===== src/rtl/las_pkg.sv =====
// Shared types, widths and constants of the local alignment score block.
`timescale 1ns / 1ps
package las_pkg;

    // Default number of reference cells in the chain
    localparam int LAS_MAX_LEN   = 64;

    // Score and field widths
    localparam int LAS_SCORE_W   = 14;
    localparam int LAS_SYM_W     = 8;
    localparam int LAS_MATCH_W   = 7;
    localparam int LAS_PEN_W     = 8;
    localparam int LAS_CFG_IDX_W = 2;
    localparam int LAS_CFG_DAT_W = 8;
    localparam int LAS_CALC_W    = 16;
    localparam int LAS_SCORE_MAX = (1 << LAS_SCORE_W) - 1;

    // Register reset values
    localparam logic [LAS_MATCH_W-1:0] LAS_MATCH_RST    = 7'd1;
    localparam logic [LAS_PEN_W-1:0]   LAS_MISMATCH_RST = 8'hFE;  // -2
    localparam logic [LAS_PEN_W-1:0]   LAS_GAP_RST      = 8'hFC;  // -4

    // Register indexes on the configuration port
    localparam logic [LAS_CFG_IDX_W-1:0] CFG_MATCH    = 2'd0;
    localparam logic [LAS_CFG_IDX_W-1:0] CFG_MISMATCH = 2'd1;
    localparam logic [LAS_CFG_IDX_W-1:0] CFG_GAP      = 2'd2;

    // Item kinds
    localparam logic KIND_REF    = 1'b0;
    localparam logic KIND_STREAM = 1'b1;

    // Divider: one quotient bit per cycle
    localparam int LAS_DIV_STEPS = LAS_SCORE_W;
    localparam int LAS_DIV_CNT_W = $clog2(LAS_DIV_STEPS);

    // Scoring registers as seen by every cell
    typedef struct packed {
        logic [LAS_MATCH_W-1:0] match_score;
        logic [LAS_PEN_W-1:0]   mismatch_score;
        logic [LAS_PEN_W-1:0]   gap_score;
    } t_cfg;

    // Row token handed from one cell to the next
    typedef struct packed {
        logic                   valid;
        logic [LAS_SYM_W-1:0]   symbol;
        logic                   last;
        logic [LAS_SCORE_W-1:0] h_new;   // left neighbour, this row
        logic [LAS_SCORE_W-1:0] h_old;   // left neighbour, previous row
        logic [LAS_SCORE_W-1:0] best;    // best cell of this row so far
    } t_tok;

    typedef enum logic [1:0] {
        DIV_IDLE,
        DIV_RUN,
        DIV_DONE
    } t_div_state;

endpackage


===== src/rtl/las_cell.sv =====
// One systolic cell: holds a reference byte and its column score.
`timescale 1ns / 1ps
module las_cell (
    input  logic                             i_clk,
    input  logic                             i_rst_n,
    input  las_pkg::t_cfg                    i_cfg,
    input  logic                             i_load,
    input  logic [las_pkg::LAS_SYM_W-1:0]    i_load_sym,
    input  las_pkg::t_tok                    i_tok,
    output las_pkg::t_tok                    o_tok
);
    import las_pkg::*;

    logic                   r_loaded;
    logic [LAS_SYM_W-1:0]   r_ref;
    logic [LAS_SCORE_W-1:0] r_h;
    t_tok                   r_tok;

    logic [LAS_SCORE_W-1:0] n_h;
    t_tok                   n_tok;

    logic signed [LAS_CALC_W-1:0] w_sub;
    logic signed [LAS_CALC_W-1:0] w_gap;
    logic signed [LAS_CALC_W-1:0] w_diag;
    logic signed [LAS_CALC_W-1:0] w_up;
    logic signed [LAS_CALC_W-1:0] w_left;
    logic signed [LAS_CALC_W-1:0] w_max;
    logic [LAS_SCORE_W-1:0]       w_cell;
    logic                         w_calc;

    // Cell score: best of diagonal, up and left, clamped to the score range
    always_comb begin
        w_sub = (r_ref == i_tok.symbol)
              ? $signed({{(LAS_CALC_W-LAS_MATCH_W){1'b0}}, i_cfg.match_score})
              : $signed({{(LAS_CALC_W-LAS_PEN_W){i_cfg.mismatch_score[LAS_PEN_W-1]}},
                         i_cfg.mismatch_score});
        w_gap  = $signed({{(LAS_CALC_W-LAS_PEN_W){i_cfg.gap_score[LAS_PEN_W-1]}},
                          i_cfg.gap_score});
        w_diag = $signed({{(LAS_CALC_W-LAS_SCORE_W){1'b0}}, i_tok.h_old}) + w_sub;
        w_up   = $signed({{(LAS_CALC_W-LAS_SCORE_W){1'b0}}, r_h}) + w_gap;
        w_left = $signed({{(LAS_CALC_W-LAS_SCORE_W){1'b0}}, i_tok.h_new}) + w_gap;
        w_max  = (w_diag > w_up) ? w_diag : w_up;
        w_max  = (w_left > w_max) ? w_left : w_max;
        priority if (w_max < 0) begin
            w_cell = '0;
        end else if (w_max > LAS_CALC_W'(LAS_SCORE_MAX)) begin
            w_cell = LAS_SCORE_W'(LAS_SCORE_MAX);
        end else begin
            w_cell = w_max[LAS_SCORE_W-1:0];
        end
        w_calc = i_tok.valid && r_loaded;
    end

    // Next column score and outgoing token; a last row clears the column
    always_comb begin
        n_h = r_h;
        if (i_tok.valid) begin
            priority if (i_tok.last) begin
                n_h = '0;
            end else if (r_loaded) begin
                n_h = w_cell;
            end else begin
                n_h = r_h;
            end
        end
        n_tok        = i_tok;
        n_tok.h_old  = r_h;
        n_tok.h_new  = w_calc ? w_cell : r_h;
        n_tok.best   = (w_calc && (w_cell > i_tok.best)) ? w_cell : i_tok.best;
    end

    // Control, score and token state
    always_ff @(posedge i_clk) begin
        if (!i_rst_n) begin
            r_loaded <= 1'b0;
            r_h      <= '0;
            r_tok    <= '0;
        end else begin
            r_h   <= n_h;
            r_tok <= n_tok;
            if (i_load) begin
                r_loaded <= 1'b1;
            end else if (i_tok.valid && i_tok.last) begin
                r_loaded <= 1'b0;
            end
        end
    end

    // Reference byte
    always_ff @(posedge i_clk) begin
        if (i_load) begin
            r_ref <= i_load_sym;
        end
    end

    assign o_tok = r_tok;

endmodule


===== config.mk =====
export PLATFORM = sky130hd
export DESIGN_NAME = las_cell
export DESIGN_NICKNAME = d
export VERILOG_FILES = /design/src/rtl/las_pkg.sv /design/src/rtl/las_cell.sv
export SDC_FILE = /design/constraint.sdc
export NUM_CORES = 1
export LEC_CHECK = 0
export ABC_CLOCK_PERIOD_IN_PS = 19660
export BUFFER_PORTS_ARGS = -buffer_cell sky130_fd_sc_hd__buf_2
export CAP_MARGIN = 20
export CORE_ASPECT_RATIO = 1.5
export CORE_MARGIN = 2
export CORE_UTILIZATION = 25
export CTS_BUF_LIST = sky130_fd_sc_hd__clkbuf_4 sky130_fd_sc_hd__clkbuf_8
export CTS_CLUSTER_SIZE = 40
export DETAILED_ROUTE_END_ITERATION = 12
export GPL_ROUTABILITY_DRIVEN = 0
export PLACE_DENSITY = 0.54
export SYNTH_ARGS = -nofsm -noshare
export SYNTH_HDL_FRONTEND = slang
export SYNTH_SLANG_ARGS = --single-unit

===== constraint.sdc =====
create_clock -name i_clk -period 19.66 [get_ports i_clk]
set_input_delay 2.949 -clock i_clk [delete_from_list [all_inputs] [get_ports i_clk]]
set_output_delay 2.949 -clock i_clk [all_outputs]
set_load 0.01 [all_outputs]

After elaboration in Yosys (flattened, before gate mapping). Index checks and enable logic that the tools add are counted.

Bits in registers: 75. Input port bits: 86. Output and inout bits: 52. Logic and storage cells: 35.

$add $sub $neg: 3. $lt $le $gt $ge: 5. Equality and inequality tests: 1. Mux-type cells: 11. Reduce and logical (&&, ||, !) cells: 6.

Operators by type and width (number): 14-bit 2-to-1 mux (6); 16-bit 2-to-1 mux (3); 15-bit by 8-bit adder with 16-bit output (2); 16-bit greater-than comparator (2); 15-bit by 16-bit adder with 16-bit output (1); 16-bit by 15-bit greater-than comparator with 1-bit output, second input constant (1); 16-bit by 1-bit < comparator with 1-bit output, second input constant (1); 14-bit greater-than comparator (1); 8-bit equality test (1); 2-bit nonzero test (2); 1-bit logical AND (3); 1-bit 2-to-1 mux (2); 2-bit AND reduction (1).

Depth between registers and ports, before layout.
Depth after elaboration: 13. Depth in mapped cells: 46. Mapped depth without buffers: 44.

Least setup slack after synthesis. Ideal clock, no wire load.

Path kind: input port to flip-flop. Start: input port i_tok[46] in the netlist's numbering. End: register r_tok, in the netlist o_tok[5]. Setup time: 73 ps. Arrival: 11840 ps. Required time: 19587 ps. Path slack: 7747 ps. Cell stages on the path: 41. Path buffers: 2. Path through: xor2_1 nor4_1 nand2_1 mux2_2 ha_1 fa_1 a21o_1 a21oi_1 o21ai_0 a21o_1 a2111o_1 o211ai_1 ha_1 nand4_1 nor2_1 and3_1 a31oi_2 a21boi_2 (+5 left out) or2_2 o21ai_1 o221ai_2 buf_6 o221ai_2 inv_1 ha_1 a21o_1 a21o_1 a21o_1 a21o_1 a21oi_1 nor2b_1 o21ai_0 a221oi_1 nor2b_1 clkbuf_1 o2bb2ai_1.

Cells in the longest elaborated chain, start to end: 13. Elaborated cells between the ends (all ways): 14. Classes of those cells: add/sub (1); order compare (5); eq/ne (1); mux (6); reduce/logical (1).

RTL lines: start, declared (RTL line las_cell.sv:9) `input las_pkg::t_tok i_tok,`; 8-bit equality test (*) (RTL line las_cell.sv:33) `w_sub = (r_ref == i_tok.symbol)`; 16-bit 2-to-1 mux (*) (RTL line las_cell.sv:34) `? $signed({{(LAS_CALC_W-LAS_MATCH_W){1'b0}}, i_cfg.match_score})`; 15-bit by 16-bit adder with 16-bit output (*) (RTL line las_cell.sv:39) `w_diag = $signed({{(LAS_CALC_W-LAS_SCORE_W){1'b0}}, i_tok.h_old}) + w_sub;`; 16-bit greater-than comparator (RTL line las_cell.sv:42) `w_max = (w_diag > w_up) ? w_diag : w_up;`; 16-bit 2-to-1 mux (*) (RTL line las_cell.sv:42); 16-bit greater-than comparator (RTL line las_cell.sv:43) `w_max = (w_left > w_max) ? w_left : w_max;`; 16-bit 2-to-1 mux (*) (RTL line las_cell.sv:43); 16-bit by 15-bit greater-than comparator with 1-bit output (RTL line las_cell.sv:46) `end else if (w_max > LAS_CALC_W'(LAS_SCORE_MAX)) begin`; 14-bit 2-to-1 mux (RTL line las_cell.sv:46); 14-bit 2-to-1 mux (*) (RTL line las_cell.sv:44) `priority if (w_max < 0) begin`; 14-bit greater-than comparator (RTL line las_cell.sv:69) `n_tok.best = (w_calc && (w_cell > i_tok.best)) ? w_cell : i_tok.best;`; 1-bit logical AND (RTL line las_cell.sv:69); 14-bit 2-to-1 mux (*) (RTL line las_cell.sv:69); end signal, assigned (RTL line las_cell.sv:80) `r_tok <= n_tok;`; end, declared (RTL line las_cell.sv:17) `t_tok r_tok;`.

Every way passes the cells marked *; elsewhere a longest branch is shown, timed or not. A chain may end at the register's enable or synchronous reset.

Worst setup path in the final report.
Start: input port i_tok[46] in the netlist's numbering. End: register r_tok, in the netlist o_tok[2].

Same word-level chain as after synthesis.

==> flow_metrics.py <==
metrics = {
    "synthesis": {
        "synthFlopType": "dfxtp_1",
        "yosys_warnings": 0,
        "synth_seq_cells": 75,
        "netlist_area_mm2": 0.00626,
        "synth.area.top_cells": "dfxtp_1 (21%), ha_1 (18%), a21oi_1 (4.4%)",
        "postSynthNetCount": 898,
        "seq_area_frac_synth_pct": 25.3,
        "async_reset_ff_share_pct": 0,
        "synth_area_leader_cell": "dfxtp_1",
        "postSynthCellCount": 718,
        "synthDominantCellAreaShare_pct": 21.4,
        "synth_edf_count": 8,
        "yosysUniqueCellTypes": 76,
        "synth_area_per_cell_um2": 8.72,
    },
    "floorplan": {
        "ios": 138,
        "coreArea_mm2": 0.0245,
        "fp-row-count": 70,
        "die_y_um": 198,
        "start_util_pct": 25.5,
        "die_w_um": 133,
        "dieArea_mm2": 0.0264,
    },
    "detailed_routing": {
        "viasPerCell": 4.80,
        "first_pass_iters": 4,
        "via_count": 5691,
        "drt-wirelength-per-cell_um": 16.4,
        "drcViolationCount": 0,
        "drtAntennaViolNets": 0,
        "routed_wl_mm": 19.4,
        "dr.first_iter.drc_count": 192,
    },
    "cts": {
        "clk_pin_slew_ns": 0.08,
        "h-tree-depth": 3,
        "cts_resized": 0,
        "cts_buffer_depth": 2,
        "cts.sinks": 75,
        "cts_tree": "done",
        "clock_latency_ns": 0.35,
        "ctsHoldBuffers": 0,
        "cts-root-buf": "clkbuf_8",
        "numCtsBuffers": 9,
        "post_cts_buffers": 0,
    },
    "setup_path": {
        "path_max_fanout": 15,
        "critPathMaxStageDelay_ns": 0.87,
        "ff2ff_path_depth": 37,
        "cp_num_buf_inv": 1,
        "cp-end-kind": "flop",
        "rr_endpoint": "o_tok[2]$_SDFF_PN0_",
        "regToRegSetupSlack_ns": 8.47,
        "cp-start-kind": "primary input",
        "r2r-start": "r_ref[3]$_DFFE_PP_",
        "required_ns": 19.95,
        "critical_path_class": "primary input to flop",
        "crit_family": "compound AO/OA/AOI/OAI gates",
        "cp_slowest_cell": "o32ai_1",
        "critical_path_arrival_ns": 13.81,
    },
    "layout": {
        "final_common_cell": "buf_2",
        "drive_gt1_share_pct": 23.5,
        "seq_area_mm2": 0.00158,
        "insertedDiodeCount": 0,
        "final_nets": 1036,
        "area_growth_pct": 20.0,
        "multi_input_area_mm2": 0.00436,
        "fillers": 2673,
        "mostFrequentLayoutCells": "buf_2 (137), ha_1 (91), inv_1 (70), dfxtp_1 (67), a21oi_1 (55)",
    },
    "grt": {
        "grt_pass1_wl_mm": 30.1,
        "grt_pass1_vias": 5765,
        "grt_usage_pct": 14.6,
        "antenna_found_initial": 0,
        "grt_max_degree": 34,
        "overflow": 0,
    },
    "status": {
        "status": "finished clean",
    },
    "hold_path": {
        "holdPathStages": 2,
        "hold_path_class": "flop to flop",
        "hold_path_end": "o_tok[25]$_SDFF_PN0_",
        "hold_start": "r_h[11]$_SDFFE_PN0P_",
    },
    "timing": {
        "worst_pin_slew_ns": 0.983,
        "tns_ns": 0,
        "skew_ns": 0.0100,
        "finalCritPeriodShare_pct": 68.8,
        "slew-limit-headroom_pct": 34.3,
        "finalHoldViolations": 0,
        "period_minus_slack_ns": 13.52,
        "rsz0062_at_grt": "false",
        "setup_viol": 0,
        "drv_slew": 0,
        "fmax_mhz": 74.0,
    },
    "pwr": {
        "p_clk_share_pct": 15.4,
        "p_per_area_mw_per_mm2": 104,
        "switchingPower_uw": 361,
        "vdd_ir_drop_max_mv": 0.0598,
        "finalPower_uw": 784,
        "p_comb_share_pct": 62.3,
        "power.internal_uw": 423,
        "pwr-share-seq_pct": 22.3,
        "p_leak_nw": 3.60,
        "p_sw_share_pct": 46.0,
    },
    "place": {
        "dpl.hpwl_mm": 16.4,
        "port_buffers": 137,
    },
    "run": {
        "maxCapViolCount": 0,
    },
}
-- state kept, by name, summed over array words and instances (netlist names) --
name,count
o_tok,52
r_h,14
r_ref,8
r_loaded,1
-- worst max-delay path by stage --
stage / start / endpoint / slack [ns] / cells after the start
floorplan: i_tok[46] / o_tok[5]$_SDFF_PN0_ / 7.75 / 41
global placement: i_tok[46] / o_tok[2]$_SDFF_PN0_ / 5.96 / 37
detailed placement: i_tok[46] / o_tok[2]$_SDFF_PN0_ / 5.87 / 38
CTS: i_tok[46] / o_tok[2]$_SDFF_PN0_ / 6.16 / 38
global route: i_tok[44] / o_tok[2]$_SDFF_PN0_ / 5.18 / 38
finish: i_tok[46] / o_tok[2]$_SDFF_PN0_ / 6.14 / 38
-- area by class of cell --
| type | count | area share [%] |
|---|---|---|
| well taps | 324 | 5.39 |
| flip-flops and latches | 75 | 21.0 |
| clock buffers | 11 | 1.85 |
| repair buffers | 139 | 9.32 |
| multi-input cells | 561 | 58.1 |
| clock inverters | 5 | 0.833 |
| inverters | 70 | 3.50 |
-- stage by stage --
| step | util [%] | worst slack [ns] | std cells | hold slack (ns) | area, um^2 |
|---|---|---|---|---|---|
| final | 30.6 | 6.14 | 1185 | 0.519 | 7510 |
| after global routing | 30.6 | 5.18 | 1185 | 0.542 | 7510 |
| after CTS | 30.6 | 6.16 | 1185 | 0.528 | 7510 |
| after detailed placement | 29.8 | 5.87 | 1169 | 0.510 | 7310 |
| after global placement | 29.8 | 5.96 | 1169 | 0.512 | 7310 |
| after floorplan | - | 7.75 | 718 | 0.448 | 6260 |
-- cells by family (layout without fill, tap and decap cells) --
logic type                 Yosys count  in the layout  share of synthesized area [%]
muxes                               18             18                           3.20
xor gates and xnor gates            44             44                           6.16
adders and majority gates           94             94                           19.1
and+or+nand+nor                    172            172                           14.2
buffers and inverters               82            225                           5.06
AOI/OAI and AO/OA                  233            233                           27.0
DFF                                 75             75                           25.3
-- per-layer routing --
layer	GRT usage [%]	up-vias	share of wire, %	wire (um)
met1	16.2	2614	41	7940
met2	27.9	145	52	10200
met3	1.74	28	3.6	703
li1	-	2904	-	-
met5	0	-	0	0
met4	5.67	0	3.1	595
-- cell usage after synthesis, drive strengths merged, types with 7 or more instances --
cell type  count
a211oi         9
dfxtp         67
inv           70
a21oi         55
xnor2         27
o21a          10
a21o          22
o22ai         10
nand2         39
and2          33
nand3         11
o31ai          7
o21bai        11
edfxtp         8
mux2          16
xor2          17
clkbuf         8
o2bb2ai       13
o221ai         7
nor2b          9
o21ai         40
nor2          37
ha            91
nand4          8
-- power by group through the flow --
stage               combinational [mW]  clock, mW  sequential (mW)
floorplan                        0.345          0            0.183
global placement                 0.486          0            0.179
detailed placement               0.484          0            0.178
CTS                              0.489      0.124            0.175
global route                     0.544      0.130            0.177
finish                           0.488      0.121            0.175
-- tightest hold or removal path: stages (launching register included) --
cell	delay (ns)
dfxtp_1	0.33
nand2_1	0.11
inv_1	0.05
Power figures use the tool's default switching activity.
