### src/rtl/las_pkg.sv
// Shared types, widths and constants of the local alignment score block.
`timescale 1ns / 1ps
package las_pkg;

    // Default number of reference cells in the chain
    localparam int LAS_MAX_LEN   = 64;

    // Score and field widths
    localparam int LAS_SCORE_W   = 14;
    localparam int LAS_SYM_W     = 8;
    localparam int LAS_MATCH_W   = 7;
    localparam int LAS_PEN_W     = 8;
    localparam int LAS_CFG_IDX_W = 2;
    localparam int LAS_CFG_DAT_W = 8;
    localparam int LAS_CALC_W    = 16;
    localparam int LAS_SCORE_MAX = (1 << LAS_SCORE_W) - 1;

    // Register reset values
    localparam logic [LAS_MATCH_W-1:0] LAS_MATCH_RST    = 7'd1;
    localparam logic [LAS_PEN_W-1:0]   LAS_MISMATCH_RST = 8'hFE;  // -2
    localparam logic [LAS_PEN_W-1:0]   LAS_GAP_RST      = 8'hFC;  // -4

    // Register indexes on the configuration port
    localparam logic [LAS_CFG_IDX_W-1:0] CFG_MATCH    = 2'd0;
    localparam logic [LAS_CFG_IDX_W-1:0] CFG_MISMATCH = 2'd1;
    localparam logic [LAS_CFG_IDX_W-1:0] CFG_GAP      = 2'd2;

    // Item kinds
    localparam logic KIND_REF    = 1'b0;
    localparam logic KIND_STREAM = 1'b1;

    // Divider: one quotient bit per cycle
    localparam int LAS_DIV_STEPS = LAS_SCORE_W;
    localparam int LAS_DIV_CNT_W = $clog2(LAS_DIV_STEPS);

    // Scoring registers as seen by every cell
    typedef struct packed {
        logic [LAS_MATCH_W-1:0] match_score;
        logic [LAS_PEN_W-1:0]   mismatch_score;
        logic [LAS_PEN_W-1:0]   gap_score;
    } t_cfg;

    // Row token handed from one cell to the next
    typedef struct packed {
        logic                   valid;
        logic [LAS_SYM_W-1:0]   symbol;
        logic                   last;
        logic [LAS_SCORE_W-1:0] h_new;   // left neighbour, this row
        logic [LAS_SCORE_W-1:0] h_old;   // left neighbour, previous row
        logic [LAS_SCORE_W-1:0] best;    // best cell of this row so far
    } t_tok;

    typedef enum logic [1:0] {
        DIV_IDLE,
        DIV_RUN,
        DIV_DONE
    } t_div_state;

endpackage

### src/rtl/las_div.sv
// Restoring divider for best score over match score, one bit per cycle.
`timescale 1ns / 1ps
module las_div (
    input  logic                               i_clk,
    input  logic                               i_rst_n,
    input  logic                               i_start,
    input  logic [las_pkg::LAS_SCORE_W-1:0]    i_dividend,
    input  logic [las_pkg::LAS_MATCH_W-1:0]    i_divisor,
    output logic                               o_done,
    output logic [las_pkg::LAS_SCORE_W-1:0]    o_quot
);
    import las_pkg::*;

    t_div_state               r_state;
    t_div_state               n_state;
    logic [LAS_DIV_CNT_W-1:0] r_cnt;
    logic [LAS_MATCH_W-1:0]   r_rem;
    logic [LAS_SCORE_W-1:0]   r_quot;
    logic [LAS_MATCH_W-1:0]   r_dvs;

    logic [LAS_MATCH_W:0]     w_trial;
    logic [LAS_MATCH_W:0]     w_diff;
    logic                     w_ge;
    logic                     w_last_step;

    // One trial subtraction per cycle
    assign w_trial     = {r_rem, r_quot[LAS_SCORE_W-1]};
    assign w_diff      = w_trial - {1'b0, r_dvs};
    assign w_ge        = (w_trial >= {1'b0, r_dvs});
    assign w_last_step = (r_cnt == LAS_DIV_CNT_W'(LAS_DIV_STEPS - 1));

    // Next state
    always_comb begin
        n_state = r_state;
        unique case (r_state)
            DIV_IDLE: begin
                if (i_start) begin
                    n_state = DIV_RUN;
                end
            end
            DIV_RUN: begin
                if (w_last_step) begin
                    n_state = DIV_DONE;
                end
            end
            DIV_DONE: n_state = DIV_IDLE;
            default:  n_state = DIV_IDLE;
        endcase
    end

    // Outputs
    always_comb begin
        o_done = (r_state == DIV_DONE);
        o_quot = r_quot;
    end

    always_ff @(posedge i_clk) begin
        if (!i_rst_n) begin
            r_state <= DIV_IDLE;
            r_cnt   <= '0;
        end else begin
            r_state <= n_state;
            if (r_state == DIV_RUN) begin
                r_cnt <= r_cnt + 1'b1;
            end else begin
                r_cnt <= '0;
            end
        end
    end

    // Datapath; a zero divisor divides by one
    always_ff @(posedge i_clk) begin
        if (r_state == DIV_IDLE && i_start) begin
            r_quot <= i_dividend;
            r_rem  <= '0;
            r_dvs  <= (i_divisor == '0) ? LAS_MATCH_W'(1) : i_divisor;
        end else if (r_state == DIV_RUN) begin
            r_quot <= {r_quot[LAS_SCORE_W-2:0], w_ge};
            r_rem  <= w_ge ? w_diff[LAS_MATCH_W-1:0] : w_trial[LAS_MATCH_W-1:0];
        end
    end

endmodule

### config.mk
export PLATFORM = sky130hd
export DESIGN_NAME = las_div
export DESIGN_NICKNAME = d
export VERILOG_FILES = /design/src/rtl/las_pkg.sv /design/src/rtl/las_div.sv
export SDC_FILE = /design/constraint.sdc
export NUM_CORES = 1
export LEC_CHECK = 0
export BUFFER_PORTS_ARGS = -buffer_cell sky130_fd_sc_hd__clkbuf_2
export CORE_MARGIN = 2
export CORE_UTILIZATION = 50
export CTS_CLUSTER_DIAMETER = 80
export CTS_CLUSTER_SIZE = 28
export DETAILED_ROUTE_END_ITERATION = 6
export HOLD_SLACK_MARGIN = 0.08
export PLACE_DENSITY = 0.74
export SLEW_MARGIN = 20
export SYNTH_ARGS = -nofsm -noshare
export SYNTH_HDL_FRONTEND = slang
export SYNTH_SLANG_ARGS = --single-unit
### constraint.sdc
create_clock -name i_clk -period 5.4 [get_ports i_clk]
set_input_delay 0.81 -clock i_clk [delete_from_list [all_inputs] [get_ports i_clk]]
set_output_delay 0.81 -clock i_clk [all_outputs]
set_load 0.01 [all_outputs]
## Word-level counts from Yosys, hierarchy flattened

Cells that the tools add are included.

| word-level totals | value |
|---|---|
| register bits after elaboration | 34 |
| input bits | 24 |
| output and inout port bits | 15 |
| word-level logic and storage cells | 25 |

| cells by class | value |
|---|---|
| add/subtract/negate cells | 2 |
| $lt $le $gt $ge | 1 |
| equality and inequality tests | 5 |
| muxes and demuxes | 6 |
| reduce and logical (&&, ||, !) cells | 6 |

Operators with widths:

| operator | count |
|---|---|
| 14-bit two-way mux | 2 |
| 8-bit by 7-bit >= comparator with 1-bit output | 1 |
| 7-bit zero test | 1 |
| 7-bit two-way mux | 1 |
| 7-bit subtractor | 1 |
| 4-bit by 1-bit adder with 4-bit output (second input constant) | 1 |
| 4-bit == test (second input constant) | 1 |
| 2-bit two-way mux | 2 |
| 2-bit != test (second input constant) | 2 |
| 2-bit case mux with 2 select lines | 1 |
| 2-bit AND reduction | 2 |
| 2-bit by 1-bit == test with 1-bit output (second input constant) | 1 |
| 2-bit == test (second input constant) | 1 |
| 2-bit zero test | 1 |
| 2-bit nonzero test | 1 |
| 1-bit logical AND | 1 |

## Longest topological paths before layout

Gate-level depths: netlist of run 1.

| logic depth | value |
|---|---|
| word-level depth | 3 |
| gate-level depth with buffers | 9 |
| depth with buffers taken out | 8 |

## Worst setup path before layout of run 1

OpenSTA, ideal clock, no wires.

| timing path | value |
|---|---|
| kind | register to register |
| from | register r_quot[13], in the netlist o_quot[13] |
| to | register r_quot[0], in the netlist o_quot[0] (data pin) |
| library setup time | 0.260 ns |
| arrival | 1.971 ns |
| required time | 5.140 ns |
| slack | 3.170 ns |
| cell stages (with the launch flop) | 10 |
| path buffers | 1 |
| period minus slack after synthesis | 2.230 ns |
| cell sequence | edfxtp_1 inv_1 ha_1 fa_1 and2b_4 o22ai_4 a31oi_4 or2_1 buf_6 mux2_2 |

| on the way | value |
|---|---|
| cells in the longest elaborated chain, start to end | 3 |

RTL lines:

| item | RTL line | source |
|---|---|---|
| start: declaration | las_div.sv:18 | `logic [LAS_SCORE_W-1:0] r_quot;` |
| start signal: assignment | las_div.sv:74 | `r_quot <= i_dividend;` |
| start signal: assignment | las_div.sv:78 | `r_quot <= {r_quot[LAS_SCORE_W-2:0], w_ge};` |
| 8-bit by 7-bit >= comparator with 1-bit output | las_div.sv:29 | `assign w_ge = (w_trial >= {1'b0, r_dvs});` |
| 14-bit two-way mux | las_div.sv:77 | `end else if (r_state == DIV_RUN) begin` |
| 14-bit two-way mux | las_div.sv:73 | `if (r_state == DIV_IDLE && i_start) begin` |

Every way passes these cells. The select of a mux whose other input is x is not followed.
A chain may end at the register's enable or synchronous reset.

## Final worst setup path of run 1

Ends and elaborated chain as after synthesis.

==> results.toml, run 1 <==
[clock_network]
post-cts-setup-buffers = 0
clock_sinks = 34
cts_resized = 0
cts_tree = "yes"
h-tree-depth = 2
hold_buffers = 0
root_buffer = "clkbuf_4"
cts_max_path_buffers = 2
clk_pin_slew_ps = 100
cts_buffers = 5
clk_latency_ps = 340

[yosys]
synth.area.top_cells = "edfxtp_1 (35%), dfxtp_1 (14%), nand2_1 (11%)"
yosysWarnings = 0
synth_flop_cell = "edfxtp_1"
synth-edff-count = 21
yosysTopAreaCell = "edfxtp_1"
netlist.area_leader.share_pct = 34.81
async_reset_ff_share_pct = 0
synthCells = 193
yosys.cell_types.count = 44
ys_seq_area_share_pct = 49.17
ys_seq_elements = 34
netlist_area_sq_um = 1812
synth_area_per_cell_sq_um = 9.387
synth_nets = 227

[sta]
max_slew.worst_pin.slew_ps = 798.6
rsz0062_at_grt = "false"
fin_skew_ps = 15.47
finalWorstSetupSlack_ps = 3102
min_period_over_period_pct = 42.56
finalSetupViolCount = 0
min_period_ps = 2298
slew_viol_final = 0
finalSetupTns_ps = 0
hold_violations = 0
fmax_ghz = 0.4352
relSlewSlack_pct = 46.65

[cells_and_area]
layout_commonest_cell = "nand2_1"
diodes = 0
drive_gt1_share_pct = 22.57
layout_common_cells = "nand2_1 (51), clkbuf_2 (38), edfxtp_1 (21)"
final_nets = 259
fin_cells = 272
area_growth_pct = 14.64

[pwr]
intPower_w = 0.0005429
vdd_drop_max_mv = 0.2401
p_sw_w = 0.0002765
power-per-cell-area_nw_per_um2 = 394.5
clockPowerShare_pct = 22.2
pwr-share-comb_pct = 34.8
p_sw_share_pct = 33.75
sequentialPowerShare_pct = 43.0
leakage_nw = 0.9347

[worst_hold_path]
holdPathStages = 1
hold_path.class = "register to register"
min_to = "r_cnt[0]"
hp-start = "r_cnt[0]"

[global_route]
grt_remaining_overflow = 0
antenna_found_initial = 0
grt_usage_pct = 18.31
grt_pass1_vias = 1294
grt_max_degree = 21
grt_pass1_wl_um = 5802

[floorplan]
die_x_um = 64.20
num_rows = 21
die_area_sq_um = 4121
coreArea_sq_um = 3416
die_h_um = 64.20
start_util_pct = 53.04
ios = 39

[detailed_routing]
viasPerCell = 5.118
num_vias = 1392
drc_errors = 0
wirelength_um = 3432
wire_per_inst_um = 12.62
final_antenna_net_count = 0
drtIter0Drc = 73
drt_pass1_iterations = 4

[critical_path]
cp.required_ps = 5500
r2r_setup_slack_ps = 3100
r2r-start = "o_quot[13]"
cp-end-kind = "register"
ff2ff_path_depth = 8
crit_type = "register to register"
reg2reg_to = "o_quot[0]"
cp-start-kind = "register"
cp.arrival_ps = 2400
path_max_fanout = 9

[flow_run]
maxCapViolCount = 0

[placed_design]
hpwl_um = 2599
gp_congestion = 0.7748
dpl.cell_count = 264
dp_slack_ps = 3000
port_buffers = 38

[status]
status = "finished clean"
through the flow:
| step | power (W) | hold WS, ps | area (sq um) | util, % |
|---|---|---|---|---|
| after floorplan | 0.0005824 | 433.7 | 1812 | - |
| after global placement | 0.0006397 | 451.5 | 2002 | 58.61 |
| after detailed placement | 0.0006409 | 462.7 | 2002 | 58.61 |
| after CTS | 0.0008198 | 485.1 | 2077 | 60.81 |
| after global routing | 0.0008698 | 509.6 | 2077 | 60.81 |
| final | 0.0008195 | 474.7 | 2077 | 60.81 |
power by group through the flow:
stage	combinational, W	clock (W)	sequential [W]
floorplan	0.000224	0	0.000358
global placement	0.000282	0	0.000357
detailed placement	0.000284	0	0.000357
CTS	0.000285	0.000183	0.000352
global route	0.000317	0.000194	0.000359
finish	0.000285	0.000182	0.000352
per-layer routing:
metal / part of all wire, % / GRT usage (%)
met1: 47 / 24.20
met2: 44 / 26.95
met3: 6.9 / 7.218
met4: 2.0 / 7.181
met5: 0 / 0
flip-flops by register name, indices dropped and copies added (netlist names):
name and count:
r_state 2, r_rem 7, o_quot 14, r_dvs 7, r_cnt 4
worst max-delay path: stages, from the launching register on:
cell	delay [ps]
edfxtp_1	440
inv_1	90
ha_1	170
fa_1	180
and2b_4	200
o22ai_4	180
a31oi_4	170
or2_1	340
mux2_2	290
logic make-up (layout without fill, tap and decap cells):
kind of cell | after synthesis | after routing | share of synthesized area [%]
compound gates | 28 | 28 | 12.22
xor+xnor | 4 | 4 | 1.934
fa+ha+maj | 10 | 10 | 7.321
buf+inv | 27 | 60 | 6.077
flops | 34 | 34 | 49.17
mux | 3 | 3 | 1.727
simple gates | 87 | 87 | 21.55
worst max path at each step:
stage / from / end / slack, ps / cells past startpoint
floorplan: o_quot[13] / o_quot[0] / 3170 / 9
global placement: i_start / o_quot[1] / 3040 / 5
detailed placement: i_start / o_quot[10] / 3000 / 5
CTS: o_quot[13] / o_quot[0] / 3110 / 8
global route: o_quot[13] / o_quot[0] / 2990 / 8
finish: o_quot[13] / o_quot[0] / 3100 / 8
cell type report:
class / count / area [sq um]
repair buffers: 38 / 190.2
inverters: 14 / 52.55
flip-flops and latches: 34 / 890.9
fillers: 301 / 1339
clock inverters: 2 / 33.78
clock buffers: 6 / 41.29
multi-input cells: 132 / 810.8
well taps: 46 / 57.56
synth_stat cells (2+ instances only):
library cell	instances
nand2_1	51
edfxtp_1	21
inv_1	14
dfxtp_1	13
clkbuf_1	10
nor2_1	10
ha_1	9
nand3_1	7
o211ai_1	7
a21oi_1	4
nor2b_1	3
nor3_1	3
o21ai_0	3
mux2i_1	2
nand2b_1	2
nor3b_1	2
o21a_1	2
o221ai_1	2
xnor2_1	2
xor2_1	2
Power figures use the tool's default switching activity.
==> run 2: changes to the inputs <==
==> constraint.sdc (replaced) <==
create_clock -name i_clk -period 2.2 [get_ports i_clk]
set_input_delay 0.33 -clock i_clk [delete_from_list [all_inputs] [get_ports i_clk]]
set_output_delay 0.33 -clock i_clk [all_outputs]
set_load 0.01 [all_outputs]
==> run 2 against run 1 <==
Non-clock buffer count increased by 8. Sequential share of layout area shrank 1.1 points. Clock power is 110% higher. Via count up 2.7%. Total power increased by 140%. Utilization rose by 1.6 points. Register-to-register slack worse by 3000 ps. Largest power group unchanged. Sequential power rose by 150%. Final cell count is 2.9% higher. First-iteration DRC count fell by 37%. Design area grew 2.7%.
==> results.toml, run 2 (same netlist as run 1, synthesis figures left out) <==
[status]
status = "finished clean"

[clock_network]
clk_pin_slew_ps = 110
h-tree-depth = 2
cts_tree = "yes"
clock_sinks = 34
root_buffer = "clkbuf_4"
clk_latency_ps = 330
cts_max_path_buffers = 2
cts_buffers = 5

[sta]
fin_skew_ps = 4.841
min_period_over_period_pct = 94.88
fmax_ghz = 0.4791
hold_violations = 0
min_period_ps = 2087
finalWorstSetupSlack_ps = 112.6
max_slew.worst_pin.slew_ps = 697.6
finalSetupViolCount = 0
relSlewSlack_pct = 53.44
slew_viol_final = 0

[global_route]
grt_pass1_vias = 1372
grt_remaining_overflow = 0
grt_pass1_wl_um = 5961
grt_max_degree = 21
grt_usage_pct = 19.02
antenna_found_initial = 0

[pwr]
leakage_nw = 0.9697
vdd_drop_max_mv = 0.4719
power-per-cell-area_nw_per_um2 = 939.3

[floorplan]
start_util_pct = 53.04
ios = 39
coreArea_sq_um = 3416
die_area_sq_um = 4121
num_rows = 21
die_h_um = 64.20
die_x_um = 64.20

[detailed_routing]
drt_pass1_iterations = 4
drc_errors = 0
wirelength_um = 3600
final_antenna_net_count = 0
drtIter0Drc = 46
num_vias = 1430
viasPerCell = 5.107
wire_per_inst_um = 12.86

[critical_path]
cp-end-kind = "register"
reg2reg_to = "o_quot[0]"
cp.arrival_ps = 2180
cp-start-kind = "register"
r2r-start = "o_quot[13]"
crit_path_start = "o_quot[13]"
r2r_setup_slack_ps = 110
cp.required_ps = 2300
path_max_fanout = 7
ff2ff_path_depth = 8
crit_type = "register to register"
critPathCapture = "o_quot[0]"

[placed_design]
dp_slack_ps = 51.83
port_buffers = 38
gp_congestion = 0.8987
dpl.cell_count = 270
hpwl_um = 2668

[flow_run]
maxCapViolCount = 0

[cells_and_area]
fin_cells = 280
diodes = 0
layout_commonest_cell = "nand2_1"
fill_cells = 316
drive_gt1_share_pct = 26.50
layout_common_cells = "nand2_1 (51), clkbuf_2 (38), edfxtp_1 (21)"
final_nets = 267
largest_reg_flops = 14
area_growth_pct = 17.68

[worst_hold_path]
hold_path.class = "input pin to register"
## run 2: critical path: stages, from the launching register on
cell and delay [ps]:
edfxtp_1 400, inv_1 70, ha_1 170, fa_1 180
and2b_4 200, o22ai_4 150, a31oi_4 140, or2_4 290
mux2_2 270
## run 2: how the worst min path moves through the flow
stage / start / end / slack, ps / cells after the start
3_3_place_gp: r_cnt[0] / r_cnt[0] / 450 / 1
3_5_place_dp: r_cnt[0] / r_cnt[0] / 460 / 1
4_1_cts: i_divisor[2] / r_dvs[2] / 170 / 1
6_report: i_divisor[1] / r_dvs[1] / 180 / 1
5_1_grt: i_divisor[5] / r_dvs[5] / 150 / 1
2_1_floorplan: r_cnt[0] / r_cnt[0] / 430 / 1
## run 2: through the flow
step                util (%)  hold WS [ps]  setup TNS [ps]  power, W  instance area (sq um)
global placement       59.93         448.6               0  0.001597                   2047
finish                 62.42         182.6               0  0.002003                   2132
floorplan                  -         433.7               0  0.001429                   1812
global route           62.42         153.6          -9.768  0.002141                   2132
CTS                    61.79         169.1               0  0.001975                   2111
detailed placement     59.93         462.9               0  0.001607                   2047
## run 2: cell type report
| cell class | instances | area (sq um) | share of cell area (%) |
|---|---|---|---|
| clock buffer | 6 | 51.30 | 2.406 |
| clock inverter | 2 | 12.51 | 0.5869 |
| inverter | 14 | 52.55 | 2.465 |
| multi-input combinational | 132 | 813.3 | 38.15 |
| sequential | 34 | 890.9 | 41.78 |
| tap | 46 | 57.56 | 2.700 |
| timing repair buffer | 46 | 254.0 | 11.91 |
## run 2: power breakdown
| group | internal [W] | total, W | switching (W) |
|---|---|---|---|
| Sequential | 0.000793 | 0.000863 | 0.0000698 |
| Combinational | 0.000355 | 0.000766 | 0.000411 |
| Clock | 0.000154 | 0.000374 | 0.000220 |
| Total | 0.00130 | 0.00200 | 0.000701 |
## run 2: metal layers
| layer | share of wire, % | vias to the layer above | global-route usage (%) |
|---|---|---|---|
| li1 | - | 743 | - |
| met1 | 45 | 642 | 23.38 |
| met2 | 48 | 37 | 30.99 |
| met3 | 5.4 | 8 | 7.218 |
| met4 | 1.8 | 0 | 5.851 |
| met5 | 0 | - | 0 |
## run 2: timing repair
item | CTS | global route
endpoints found under the setup margin | 0 | 6
gates resized for setup | 0 | 2
hold buffers | 0 | 0
buffers inserted | 0 | 2
